### src/fpr_pkg.sv
// fpr_pkg.sv: shared widths, status codes and result record for the false-position root search
// no dependencies

package fpr_pkg;

	localparam int DW            = 32;
	localparam int TOL_W         = 31;
	localparam int STEP_W        = 8;
	localparam int PROD_W        = 2 * DW;
	localparam int QW            = DW + 2;
	localparam int MAX_STEPS_DEF = 200;

	localparam logic [TOL_W-1:0] TOL_RESET = TOL_W'(66);

	localparam logic OP_START = 1'b0;
	localparam logic OP_VALUE = 1'b1;

	typedef enum logic [2:0] {
		ST_EVAL       = 3'd0,
		ST_ZERO       = 3'd1,
		ST_CONV       = 3'd2,
		ST_NOBRACKET  = 3'd3,
		ST_NOCONV     = 3'd4,
		ST_UNEXPECTED = 3'd5
	} status_t;

	typedef logic signed [DW-1:0] fix_t;

	typedef struct packed {
		status_t           status;
		fix_t              point;
		fix_t              bracket_a;
		fix_t              bracket_b;
		logic [STEP_W-1:0] steps;
	} result_t;

endpackage

### src/false_position_root_search_top.sv
// false_position_root_search_top.sv: request sequencer, bracket state and result buffering
// depends on fpr_pkg, fpr_mul, fpr_div

// Bracketed false-position root finder in signed Q16.16 that drives an outside evaluator.
// A start request loads both bracket ends and answers at once with the first point to
// evaluate; every function-value request is answered with the next point or a final status.
// Requests that need no new point (start, value for the first end, end of search, value
// while idle) are answered through the result register and the output register. A
// request that needs a new false-position point runs a 32-bit bit-serial multiply
// followed by a 34-bit restoring divide, each retiring one bit per cycle, plus setup,
// hand-over, final add and output steps. One request is worked on at a time; a second
// may be accepted while a finished answer waits at the output. The tolerance register
// is written through cfg_we.

module false_position_root_search_top import fpr_pkg::*; #(
	parameter int MAX_STEPS = MAX_STEPS_DEF
) (
	input  logic              clk,
	input  logic              arst_n,
	input  logic              cfg_we,
	input  logic [TOL_W-1:0]  cfg_data,
	input  logic              in_valid,
	output logic              in_stall,
	input  logic              operation,
	input  logic signed [DW-1:0] start_a,
	input  logic signed [DW-1:0] start_b,
	input  logic signed [DW-1:0] function_value,
	output logic              out_valid,
	input  logic              out_stall,
	output logic [2:0]        status,
	output logic signed [DW-1:0] point,
	output logic signed [DW-1:0] bracket_a,
	output logic signed [DW-1:0] bracket_b,
	output logic [STEP_W-1:0] steps_done
);

	typedef enum logic [3:0] {
		PH_IDLE = 4'b0001,
		PH_FA   = 4'b0010,
		PH_FB   = 4'b0100,
		PH_FX   = 4'b1000
	} phase_t;

	typedef enum logic [3:0] {
		E_IDLE = 4'b0001,
		E_PREP = 4'b0010,
		E_MUL  = 4'b0100,
		E_DIV  = 4'b1000
	} eng_t;

	phase_t            phase_q, nphase;
	eng_t              eng_q;
	fix_t              end_a_q, end_b_q, value_a_q, value_b_q, trial_q;
	logic [STEP_W-1:0] step_q;
	logic [TOL_W-1:0]  tol_q;
	logic signed [DW:0] ntol_q;
	logic [DW-1:0]     denmag_q;
	logic              neg_q;
	logic              denz_q;
	result_t           res_q, out_q;
	logic              res_valid_q, out_valid_q;

	fix_t              na, nb, nva, nvb, ntrial;
	logic [STEP_W-1:0] nstep;
	status_t           rstat;
	fix_t              rpoint;
	logic              prop;
	logic              accept;
	logic              va_nz, fv_nz, same_sign;
	logic signed [DW:0] wdiff, tol_ext;
	logic              width_ok;

	logic [DW:0]       dpos, dneg, denp, denn;
	logic [DW-1:0]     dmag, vamag, denmag;
	logic              mul_start, mul_done, div_start, div_done;
	logic [PROD_W-1:0] product;
	logic [QW-1:0]     quot;
	logic signed [QW:0] ax, qx, xs;
	fix_t              xfin;
	logic              eng_fin, move;

	assign accept    = in_valid && !in_stall;
	assign in_stall  = (eng_q != E_IDLE) || res_valid_q;
	assign va_nz     = value_a_q != '0;
	assign fv_nz     = function_value != '0;
	assign same_sign = value_a_q[DW-1] == function_value[DW-1];
	assign tol_ext   = {2'b00, tol_q};

	always_comb begin
		na       = end_a_q;
		nb       = end_b_q;
		nva      = value_a_q;
		nvb      = value_b_q;
		ntrial   = trial_q;
		nstep    = step_q;
		nphase   = phase_q;
		rstat    = ST_EVAL;
		rpoint   = trial_q;
		prop     = 1'b0;
		wdiff    = '0;
		width_ok = 1'b0;
		if (operation == OP_START) begin
			na     = start_a;
			nb     = start_b;
			nva    = '0;
			nvb    = '0;
			nstep  = '0;
			ntrial = start_a;
			nphase = PH_FA;
			rpoint = start_a;
		end else begin
			case (phase_q)
				PH_FA: begin
					nva    = function_value;
					ntrial = end_b_q;
					nphase = PH_FB;
					rpoint = end_b_q;
				end
				PH_FB: begin
					nvb = function_value;
					if (value_a_q == function_value || (va_nz && fv_nz && same_sign)) begin
						nphase = PH_IDLE;
						rstat  = ST_NOBRACKET;
						rpoint = '0;
					end else begin
						nphase = PH_FX;
						prop   = 1'b1;
					end
				end
				PH_FX: begin
					nstep = step_q + STEP_W'(1);
					if (va_nz && fv_nz && !same_sign) begin
						nb  = trial_q;
						nvb = function_value;
					end else if (va_nz && fv_nz) begin
						na  = trial_q;
						nva = function_value;
					end else begin
						nphase = PH_IDLE;
						rstat  = ST_ZERO;
					end
					wdiff    = {na[DW-1], na} - {nb[DW-1], nb};
					width_ok = (wdiff <= tol_ext) && (wdiff >= ntol_q);
					if (rstat != ST_ZERO) begin
						if (nstep >= STEP_W'(MAX_STEPS)) begin
							nphase = PH_IDLE;
							rstat  = ST_NOCONV;
						end else if (width_ok) begin
							nphase = PH_IDLE;
							rstat  = ST_CONV;
						end else begin
							prop = 1'b1;
						end
					end
				end
				default: begin
					rstat  = ST_UNEXPECTED;
					rpoint = '0;
				end
			endcase
		end
	end

	// operand magnitudes and quotient sign
	assign dpos   = {end_a_q[DW-1], end_a_q} - {end_b_q[DW-1], end_b_q};
	assign dneg   = {end_b_q[DW-1], end_b_q} - {end_a_q[DW-1], end_a_q};
	assign dmag   = dpos[DW] ? dneg[DW-1:0] : dpos[DW-1:0];
	assign vamag  = value_a_q[DW-1] ? (DW'(0) - value_a_q) : value_a_q;
	assign denp   = {value_b_q[DW-1], value_b_q} - {value_a_q[DW-1], value_a_q};
	assign denn   = {value_a_q[DW-1], value_a_q} - {value_b_q[DW-1], value_b_q};
	assign denmag = denp[DW] ? denn[DW-1:0] : denp[DW-1:0];

	assign mul_start = eng_q == E_PREP;
	assign div_start = (eng_q == E_MUL) && mul_done;
	assign eng_fin   = (eng_q == E_DIV) && div_done;

	fpr_mul u_mul (
		.clk     (clk),
		.arst_n  (arst_n),
		.start   (mul_start),
		.mcand   (dmag),
		.mplier  (vamag),
		.done    (mul_done),
		.product (product)
	);

	fpr_div u_div (
		.clk    (clk),
		.arst_n (arst_n),
		.start  (div_start),
		.num    (product),
		.den    (denmag_q),
		.done   (div_done),
		.quot   (quot)
	);

	// new point with saturation to the Q16.16 range
	always_comb begin
		ax = {{(QW+1-DW){end_a_q[DW-1]}}, end_a_q};
		qx = {1'b0, quot};
		if (denz_q) begin
			xs = ax;
		end else if (neg_q) begin
			xs = ax - qx;
		end else begin
			xs = ax + qx;
		end
		if (xs[QW:DW-1] == '0 || xs[QW:DW-1] == '1) begin
			xfin = xs[DW-1:0];
		end else begin
			xfin = xs[QW] ? {1'b1, {(DW-1){1'b0}}} : {1'b0, {(DW-1){1'b1}}};
		end
	end

	assign move = res_valid_q && (!out_valid_q || !out_stall);

	always_ff @(posedge clk or negedge arst_n) begin
		if (!arst_n) begin
			phase_q     <= PH_IDLE;
			eng_q       <= E_IDLE;
			end_a_q     <= '0;
			end_b_q     <= '0;
			value_a_q   <= '0;
			value_b_q   <= '0;
			trial_q     <= '0;
			step_q      <= '0;
			tol_q       <= TOL_RESET;
			ntol_q      <= -{2'b00, TOL_RESET};
			res_valid_q <= 1'b0;
			out_valid_q <= 1'b0;
		end else begin
			if (cfg_we) begin
				tol_q  <= cfg_data;
				ntol_q <= -{2'b00, cfg_data};
			end
			if (accept) begin
				phase_q   <= nphase;
				end_a_q   <= na;
				end_b_q   <= nb;
				value_a_q <= nva;
				value_b_q <= nvb;
				trial_q   <= ntrial;
				step_q    <= nstep;
			end else if (eng_fin) begin
				trial_q <= xfin;
			end
			case (eng_q)
				E_IDLE: begin
					if (accept && prop) begin
						eng_q <= E_PREP;
					end
				end
				E_PREP: eng_q <= E_MUL;
				E_MUL: begin
					if (mul_done) begin
						eng_q <= E_DIV;
					end
				end
				E_DIV: begin
					if (div_done) begin
						eng_q <= E_IDLE;
					end
				end
				default: eng_q <= E_IDLE;
			endcase
			if ((accept && !prop) || eng_fin) begin
				res_valid_q <= 1'b1;
			end else if (move) begin
				res_valid_q <= 1'b0;
			end
			if (move) begin
				out_valid_q <= 1'b1;
			end else if (!out_stall) begin
				out_valid_q <= 1'b0;
			end
		end
	end

	always_ff @(posedge clk) begin
		if (eng_q == E_PREP) begin
			denmag_q <= denmag;
			neg_q    <= dpos[DW] ^ value_a_q[DW-1] ^ denp[DW];
			denz_q   <= denp == '0;
		end
		if (accept && !prop) begin
			res_q <= '{status: rstat, point: rpoint, bracket_a: na, bracket_b: nb, steps: nstep};
		end else if (eng_fin) begin
			res_q <= '{status: ST_EVAL, point: xfin, bracket_a: end_a_q, bracket_b: end_b_q,
				steps: step_q};
		end
		if (move) begin
			out_q <= res_q;
		end
	end

	assign out_valid  = out_valid_q;
	assign status     = out_q.status;
	assign point      = out_q.point;
	assign bracket_a  = out_q.bracket_a;
	assign bracket_b  = out_q.bracket_b;
	assign steps_done = out_q.steps;

	a_busy_in_fx: assert property (@(posedge clk) disable iff (!arst_n)
		(eng_q != E_IDLE) |-> (phase_q == PH_FX))
		else $error("point computation running outside the awaiting-value phase");

	a_mul_done_in_mul: assert property (@(posedge clk) disable iff (!arst_n)
		mul_done |-> (eng_q == E_MUL))
		else $error("multiplier finished while sequencer not waiting for it");

	a_start_answers: assert property (@(posedge clk) disable iff (!arst_n)
		(accept && operation == OP_START) |=> (res_valid_q && res_q.status == ST_EVAL))
		else $error("start request not answered with an evaluate request");

	a_step_bound: assert property (@(posedge clk) disable iff (!arst_n)
		step_q <= STEP_W'(MAX_STEPS))
		else $error("iteration count beyond step limit");

endmodule

### src/fpr_mul.sv
// fpr_mul.sv: bit-serial shift-add multiplier, one multiplier bit per cycle
// depends on fpr_pkg

module fpr_mul import fpr_pkg::*; (
	input  logic              clk,
	input  logic              arst_n,
	input  logic              start,
	input  logic [DW-1:0]     mcand,
	input  logic [DW-1:0]     mplier,
	output logic              done,
	output logic [PROD_W-1:0] product
);

	localparam int CW = $clog2(DW + 1);

	logic [DW-1:0]     mcand_q;
	logic [PROD_W-1:0] acc_q;
	logic [CW-1:0]     cnt_q;
	logic              busy_q;
	logic              done_q;
	logic [DW:0]       sum;

	assign sum = {1'b0, acc_q[PROD_W-1:DW]} + (acc_q[0] ? {1'b0, mcand_q} : {(DW+1){1'b0}});

	always_ff @(posedge clk or negedge arst_n) begin
		if (!arst_n) begin
			busy_q <= 1'b0;
			cnt_q  <= '0;
			done_q <= 1'b0;
		end else begin
			done_q <= 1'b0;
			if (start) begin
				busy_q <= 1'b1;
				cnt_q  <= CW'(DW);
			end else if (busy_q) begin
				cnt_q <= cnt_q - CW'(1);
				if (cnt_q == CW'(1)) begin
					busy_q <= 1'b0;
					done_q <= 1'b1;
				end
			end
		end
	end

	always_ff @(posedge clk) begin
		if (start) begin
			mcand_q <= mcand;
			acc_q   <= {{DW{1'b0}}, mplier};
		end else if (busy_q) begin
			acc_q <= {sum, acc_q[DW-1:1]};
		end
	end

	assign done    = done_q;
	assign product = acc_q;

endmodule

### src/fpr_div.sv
// fpr_div.sv: restoring divider, one quotient bit per cycle, quotient saturated to 2^(DW+1)
// depends on fpr_pkg

module fpr_div import fpr_pkg::*; (
	input  logic              clk,
	input  logic              arst_n,
	input  logic              start,
	input  logic [PROD_W-1:0] num,
	input  logic [DW-1:0]     den,
	output logic              done,
	output logic [QW-1:0]     quot
);

	localparam int CW = $clog2(QW + 1);
	localparam logic [QW-1:0] Q_SAT = {2'b10, {DW{1'b0}}};

	logic [DW-1:0] den_q;
	logic [DW-1:0] rem_q;
	logic [QW-1:0] sh_q;
	logic [QW-1:0] quot_q;
	logic          sat_q;
	logic [CW-1:0] cnt_q;
	logic          busy_q;
	logic          fin_q;
	logic          done_q;

	logic [DW-1:0] rem_init;
	logic [DW:0]   t;
	logic [DW:0]   diff;
	logic          ge;

	assign rem_init = {2'b00, num[PROD_W-1:QW]};
	assign t        = {rem_q, sh_q[QW-1]};
	assign diff     = t - {1'b0, den_q};
	assign ge       = t >= {1'b0, den_q};

	always_ff @(posedge clk or negedge arst_n) begin
		if (!arst_n) begin
			busy_q <= 1'b0;
			fin_q  <= 1'b0;
			done_q <= 1'b0;
			cnt_q  <= '0;
		end else begin
			done_q <= 1'b0;
			fin_q  <= 1'b0;
			if (start) begin
				busy_q <= 1'b1;
				cnt_q  <= CW'(QW);
			end else if (busy_q) begin
				cnt_q <= cnt_q - CW'(1);
				if (cnt_q == CW'(1)) begin
					busy_q <= 1'b0;
					fin_q  <= 1'b1;
				end
			end else if (fin_q) begin
				done_q <= 1'b1;
			end
		end
	end

	always_ff @(posedge clk) begin
		if (start) begin
			den_q <= den;
			rem_q <= rem_init;
			sh_q  <= num[QW-1:0];
			sat_q <= rem_init >= den;
		end else if (busy_q) begin
			rem_q <= ge ? diff[DW-1:0] : t[DW-1:0];
			sh_q  <= {sh_q[QW-2:0], ge};
		end
		if (fin_q) begin
			quot_q <= (sat_q || sh_q > Q_SAT) ? Q_SAT : sh_q;
		end
	end

	assign done = done_q;
	assign quot = quot_q;

endmodule
### config.mk
export PLATFORM = sky130hd
export DESIGN_NAME = false_position_root_search_top
export DESIGN_NICKNAME = d
export VERILOG_FILES = /design/src/fpr_pkg.sv /design/src/false_position_root_search_top.sv /design/src/fpr_mul.sv /design/src/fpr_div.sv
export SDC_FILE = /design/constraint.sdc
export NUM_CORES = 2
export LEC_CHECK = 0
export BUFFER_PORTS_ARGS = -buffer_cell sky130_fd_sc_hd__buf_2
export CORE_MARGIN = 2
export CORE_UTILIZATION = 50
export DETAILED_ROUTE_END_ITERATION = 7
export GPL_ROUTABILITY_DRIVEN = 0
export GPL_TIMING_DRIVEN = 0
export PLACE_DENSITY = 0.7
export SLEW_MARGIN = 40
export SYNTH_ARGS = -nofsm -noshare
export SYNTH_HDL_FRONTEND = slang
export SYNTH_SLANG_ARGS = --single-unit
### constraint.sdc
create_clock -name clk -period 12.2 [get_ports clk]
set_input_delay 1.22 -clock clk [delete_from_list [all_inputs] [get_ports clk]]
set_output_delay 1.22 -clock clk [all_outputs]
set_load 0.02 [all_outputs]
Yosys cells after proc, flatten, opt, wreduce, memory -nomap -nowiden
Cells that the tools add are included.
Word-level totals
  latch bits: 0
  input port bits: 133
  logic and storage cells: 218
  RAM bits: 0
  register bits: 736
  memories: 0
  memory bits (read-only): 0
  output and inout port bits: 109
Operators by class
  div/mod/pow operators: 0
  $add $sub $neg: 14
  multiply operators: 0
  mux-type cells: 95
  bitwise logic cells: 2
  order comparisons: 6
  eq/ne operators: 25
  reduce and logical (&&, ||, !) cells: 35
  shifts and indexed selects: 0
Operator list (number)
  $mux W32: 31
  $mux W107: 2
  $pmux W32 S2: 2
  $sub A32 B32 Y33: 3
  $pmux W32 S3: 1
  $sub A32 B32 Y32: 3
  $mux W35: 2
  $mux W34: 2
  $reduce_bool A32 Y1: 2
  $mux W30: 2
  $mux W4: 10
  $add A32 B35 Y35: 1
  $sub A32 B35 Y35: 1
  $gt A34 B34 Y1 const B: 1
  $add A32 B32 Y33: 1
  $ge A33 B32 Y1: 1
  $ge A33 B33 Y1: 1
  $le A33 B32 Y1: 1
  $logic_not A33 Y1: 1
  $neg A31 Y33: 1
  $eq A32 B32 Y1: 1
  $ge A30 B32 Y1: 1
  $sub A1 B32 Y32 const A: 1
  $mux W1: 26
  other kinds (32): 79

Logic depth before layout (Yosys ltp)
  depth after elaboration: 18
  mapped depth: 44
  gate-level depth less buffers: 37

Modules after synthesis
A second synthesis with hierarchy kept.
Second synthesis, totals
  cell total of the unflattened synthesis: 5459
  area total of the unflattened synthesis: 50533.5 um^2
Modules (own cells, without submodules)
  false_position_root_search_top: cells each 4144, seq. area each 13521.7 um^2, area each 36252.3 um^2, times used 1
  fpr_div: cells each 780, seq. area each 4199.0 um^2, area each 8590.7 um^2, times used 1
  fpr_mul: cells each 535, seq. area each 2762.6 um^2, area each 5690.5 um^2, times used 1

Worst setup path before layout
Ideal clock, no wire load.
  path kind: input to register
  start: in function_value[31]
  end: reg res_q[0] (netlist bit), enable pin
  data arrival time: 9.364 ns
  buffers on the path: 2
  cell stages on the path: 28
  required time: 11.222 ns
  setup time: 0.978 ns
  setup slack: 1.858 ns
  cell sequence: xor2_1 > o21ai_0 > nor2_1 > clkbuf_1 > clkbuf_1 > a21oi_1 > ha_1 > and3_1 > nand2_1 > a21oi_1 > nand3_1 > o221a_2 > o31ai_4 > a31oi_1 > o21ai_0 > a21oi_1 > a311o_1 > ha_1 > and4_1 > nand3_1 > or3_1 > a31oi_1 > o21ai_0 > and4_1 > o31a_1 > o211a_2 > nor2_1 > nand2_1
On the way
  longest elaborated chain between the ends: 17
  elaborated cells between the ends (all ways): 33
  those cells by class: 1 x add/sub; 2 x order compare; 3 x eq/ne; 17 x mux; 10 x reduce/logical
Ends and longest elaborated chain
  start, declared: RTL line false_position_root_search_top.sv:27  | input logic signed [DW-1:0] function_value,
  $reduce_bool A32 Y1 or $eq A1 B1 Y1 (tied branches): RTL line false_position_root_search_top.sv:85, false_position_root_search_top.sv:86
  $logic_and A1 B1 Y1 or $logic_not A1 Y1 (tied branches): RTL line false_position_root_search_top.sv:121, false_position_root_search_top.sv:132, false_position_root_search_top.sv:135
  $mux W32 or $logic_and A1 B1 Y1 (tied branches): RTL line false_position_root_search_top.sv:135, false_position_root_search_top.sv:132
  $mux W32: RTL line false_position_root_search_top.sv:132  | if (va_nz && fv_nz && !same_sign) begin
  $mux W32: RTL line false_position_root_search_top.sv:112  | case (phase_q)
  $mux W32: RTL line false_position_root_search_top.sv:102  | if (operation == OP_START) begin
  $sub A32 B32 Y33: RTL line false_position_root_search_top.sv:142  | wdiff = {na[DW-1], na} - {nb[DW-1], nb};
  $le A33 B32 Y1 or $ge A33 B33 Y1 (tied branches): RTL line false_position_root_search_top.sv:143  | width_ok = (wdiff <= tol_ext) && (wdiff >= ntol_q);
  $logic_and A1 B1 Y1: RTL line false_position_root_search_top.sv:143
  $mux W1: RTL line false_position_root_search_top.sv:148  | end else if (width_ok) begin
  $mux W1: RTL line false_position_root_search_top.sv:145  | if (nstep >= STEP_W'(MAX_STEPS)) begin
  $mux W1: RTL line false_position_root_search_top.sv:144  | if (rstat != ST_ZERO) begin
  $pmux W1 S2 (*): RTL line false_position_root_search_top.sv:112
  $mux W1 (*): RTL line false_position_root_search_top.sv:102
  $logic_not A1 Y1 (*): RTL line false_position_root_search_top.sv:285  | if (accept && !prop) begin
  $logic_and A1 B1 Y1 (*): RTL line false_position_root_search_top.sv:285
  $reduce_bool A2 Y1 (no line) (*)
  end signal, assigned: RTL line false_position_root_search_top.sv:286  | res_q <= '{status: rstat, point: rpoint, bracket_a: na, bracket_b: nb, steps: nstep};
  end signal, assigned: RTL line false_position_root_search_top.sv:288  | res_q <= '{status: ST_EVAL, point: xfin, bracket_a: end_a_q, bracket_b: end_b_q,
  end, declared: RTL line false_position_root_search_top.sv:60  | result_t res_q, out_q;
Mark *: on every way between the ends. The rest lies on a longest branch, timed or not. The select of a mux whose other input is x is not followed.
A chain may end at the register's enable or synchronous reset.

Worst setup path after layout
  start: reg value_a_q[1]
  end: reg res_q[69] (netlist bit), enable pin
On the way
  longest elaborated chain between the ends: 17
  elaborated cells between the ends (all ways): 31
  those cells by class: 1 x add/sub; 2 x order compare; 2 x eq/ne; 17 x mux; 9 x reduce/logical
Ends and longest elaborated chain
  start, declared: RTL line false_position_root_search_top.sv:53  | fix_t end_a_q, end_b_q, value_a_q, value_b_q, trial_q;
  start signal, assigned: RTL line false_position_root_search_top.sv:240  | value_a_q <= nva;
  $reduce_bool A32 Y1: RTL line false_position_root_search_top.sv:84  | assign va_nz = value_a_q != '0;
  $logic_and A1 B1 Y1: RTL line false_position_root_search_top.sv:121, false_position_root_search_top.sv:132, false_position_root_search_top.sv:135
  $mux W32 or $logic_and A1 B1 Y1 (tied branches): RTL line false_position_root_search_top.sv:135, false_position_root_search_top.sv:132
  $mux W32: RTL line false_position_root_search_top.sv:132
  $mux W32: RTL line false_position_root_search_top.sv:112
  $mux W32: RTL line false_position_root_search_top.sv:102
  $sub A32 B32 Y33: RTL line false_position_root_search_top.sv:142
  $le A33 B32 Y1 or $ge A33 B33 Y1 (tied branches): RTL line false_position_root_search_top.sv:143
  $logic_and A1 B1 Y1: RTL line false_position_root_search_top.sv:143
  $mux W1: RTL line false_position_root_search_top.sv:148
  $mux W1: RTL line false_position_root_search_top.sv:145
  $mux W1: RTL line false_position_root_search_top.sv:144
  $pmux W1 S2 (*): RTL line false_position_root_search_top.sv:112
  $mux W1 (*): RTL line false_position_root_search_top.sv:102
  $logic_not A1 Y1 (*): RTL line false_position_root_search_top.sv:285
  $logic_and A1 B1 Y1 (*): RTL line false_position_root_search_top.sv:285
  $reduce_bool A2 Y1 (no line) (*)
Marks and branches as above.

==> run summary <==
status - completed
Mapped Nets - 5884
WP buf/inv - 8
Pwr per Cell Area - 329 nW/um^2
CTS max path bufs - 3
die area - 101000 sq um
Finished Layout Cells - 7089
layout cell share with drive strength beyond 1 - 0.0978
core footprint - 98000 sq um
H-tree depth - 3
commonest non-fill, non-tap cell in the layout - nand2_1
crit-path max FO - 43
Synth Area in Compound Gates - 0.208
critical path arrival - 12.17 ns
Critical Path RT - 12.61 ns
Post-CTS Setup Repair Bufs - 0
Detailed Route Iter0 Violations - 5984
FMAX - 85.0 MHz
Hold Crit Class - flip-flop to flip-flop
Post-Syn Area - 49200 sq um
final core utilization - 0.566
CP Launch Point - value_a_q[1]
Hold Fails Final Rpt - 0
RR Startpoint - value_a_q[1]
#FFs+latches synth - 735
power share of the combinational group - 0.611
post-synthesis adder-cell area fraction - 0.0932
Seq pwr share - 0.242
antenna violations before repair - 18
Syn-to-layout area delta - 12.7%
GRT overflow - 0
Skew-Pair Late Insertion Delay - 0.70 ns
Post-synth EDFFs - 443
Critical Path Max Stage Delay - 0.56 ns
maximum VDD drop - 0.000190 V
largest net degree at the start of global routing - 69
final net count - 6228
Num CTS Buffers - 81
WS Path Type - flip-flop to flip-flop
Wirelength per Cell - 24.0 um
delay-heaviest family, CP - compound AO/OA/AOI/OAI gates
Layout fillers - 8588
first-pass GRT wire length - 254000 um
largest family of logic cells by synthesized area - compound AO/OA/AOI/OAI gates
fin crit period - 11.76 ns
setup violators final - 0
Avg Inst Size Synth - 9.14 sq um
post-DP HPWL - 134000 um
Syn. warnings - 0
Final Max Tran Viols - 0
Pleak - 23.5 nW
worst slew pin tran - 1.07 ns
Power Internal - 9.32 mW
via/cell ratio - 6.32
mux share of post-synthesis cell area - 0.0255
Remaining DRCs - 0
Hold Path Origin - res_q[45]
clock share of power - 0.147
Pre-antenna DRT Iters - 8
Die H - 318 um
Setup TNS Final - 0 ns
clock sink count - 735
Root Buffer - clkbuf_16
Cell variety after synth - 94
switching power - 8.92 mW
sequential cell area fraction in the yosys report - 0.416
CTS tree - done
Synth Area in Simple Gates - 0.155
number of global-route vias before repair - 42000
RSZ-0062 raised after global routing - no
most common flop cell mapped by yosys - edfxtp_1
Max-cap violations - 0
Mapped Cells - 5389
Top Ports - 242
row cnt - 115
sw frac - 0.489
most frequent cells in the layout - 620 x nand2_1, 480 x o21ai_0, 448 x a21oi_1
Post-Route WL - 170000 um
slowest CP cell - a21oi_1
hold buffers post-CTS - 0
Port Buf Inserts - 239
number of vias after detailed routing - 44800
clock slew at reported path FFs - 0.06 ns
Slew headroom - 0.283
Final Cycle Share - 0.964
Die X - 318 um
Synth Area in XOR/XNOR - 0.0553
placed cells - 6935
endpoint class of the critical path - flip-flop
post-route ant nets - 0
gr usage total - 0.327
initial core utilization - 0.502
asr flop ratio synth - 0.351
Clock Skew - 0.0463 ns
critical path launch point type - flip-flop
[cells in the mapped netlist, drive strengths merged, types with 47 or more instances]
cell,count,area (sq um)
a211oi,47,353
nand2,623,2350
nor2b,88,551
nor3,94,475
nor2,344,1290
xnor2,202,1770
a21oi,448,2240
clkbuf,231,867
a21o,138,1040
ha,354,4430
and2,86,538
inv,338,1270
o21ai,488,2450
xor2,109,955
nand2b,61,382
mux2i,78,781
nor4,48,307
o22ai,48,300
edfxtp,443,13300
dfrtp,223,5580
nand3,82,410
[cell families (layout without fill, tap and decap cells)]
kind of cell,after synthesis,in the layout
AND/OR/NAND/NOR,1619,1619
other,0,4
flip-flops,735,735
XOR/XNOR,311,311
buffers and inverters,608,1017
adder cells (fa/ha/maj),362,362
multiplexers,117,117
AO/OA/AOI/OAI,1637,1637
[flip-flops by register name, summed over array words and instances, names as in the netlist, 32 cells and up]
register	count
bracket_a	32
bracket_b	32
denmag_q	32
end_a_q	32
end_b_q	32
ntol_q	32
point	32
res_q	107
trial_q	32
u_div.den_q	32
u_div.quot	34
u_div.rem_q	32
u_div.sh_q	34
u_mul.mcand_q	32
u_mul.product	64
value_a_q	32
value_b_q	32
[through the flow]
stage	setup WS [ns]	total power [mW]	cell area [sq um]	hold slack (ns)
after global placement	-2.96	14.9	52000	0.402
after floorplan	1.86	11.6	49200	0.400
final	0.440	18.2	55500	0.405
after global routing	0.121	19.2	55500	0.421
after detailed placement	0.190	15.1	52600	0.405
after CTS	0.332	17.8	55400	0.411
[area by class of cell]
cell class                      instances  area [sq um]  share of cell area
Tap cell                             1287          1610              0.0290
Buffer                                268          1070              0.0194
Sequential cell                       735         20500               0.369
Timing Repair Buffer                  261          1580              0.0285
Antenna cell                            4          10.0            0.000180
Multi-Input combinational cell       4046         26600               0.479
Clock buffer                          100          2200              0.0397
Inverter                              340          1280              0.0230
Clock inverter                         48           653              0.0118
[worst paths after layout]
path	endpoint	slack (ns)	cells past startpoint
setup reg to reg	res_q[69]	0.44	36
setup / recovery	res_q[69]	0.44	36
min in group asynchronous	value_a_q[25]	0.49	1
hold reg to reg	bracket_a[5]	0.40	0
hold / removal	bracket_a[5]	0.40	0
max in group asynchronous	eng_q[0]	10.43	3
[routing by layer]
metal  vias to the layer above  GRT usage  wire length, um
met5                         -    0.00331              297
met4                        34      0.173            11400
met3                       736      0.108            20800
met2                      2733      0.480            69900
met1                     21100      0.428            67400
li1                      20100          -                -
[worst register-to-register path, delay by kind of cell, from the launching register on]
family	cells	cell delay [ns]
AOI/OAI and AO/OA	13	3.95
adders and majority gates	3	0.99
buffers and inverters	8	2.33
DFF	1	0.53
and+or+nand+nor	12	3.68
[what timing repair did]
action / in CTS / in global routing
gates resized for setup: 0 / 3
endpoints found under the hold margin: 0 / 0
endpoints found under the setup margin: 0 / 141
[power groups by stage]
| stage | Sequential (mW) | Combinational [mW] | Clock (mW) |
|---|---|---|---|
| floorplan | 4.33 | 7.29 | 0 |
| global placement | 4.49 | 10.4 | 0 |
| detailed placement | 4.42 | 10.7 | 0 |
| CTS | 4.37 | 10.7 | 2.69 |
| global route | 4.45 | 12.0 | 2.78 |
| finish | 4.42 | 11.1 | 2.68 |
No activity file was read; power rests on OpenSTA's default activity.
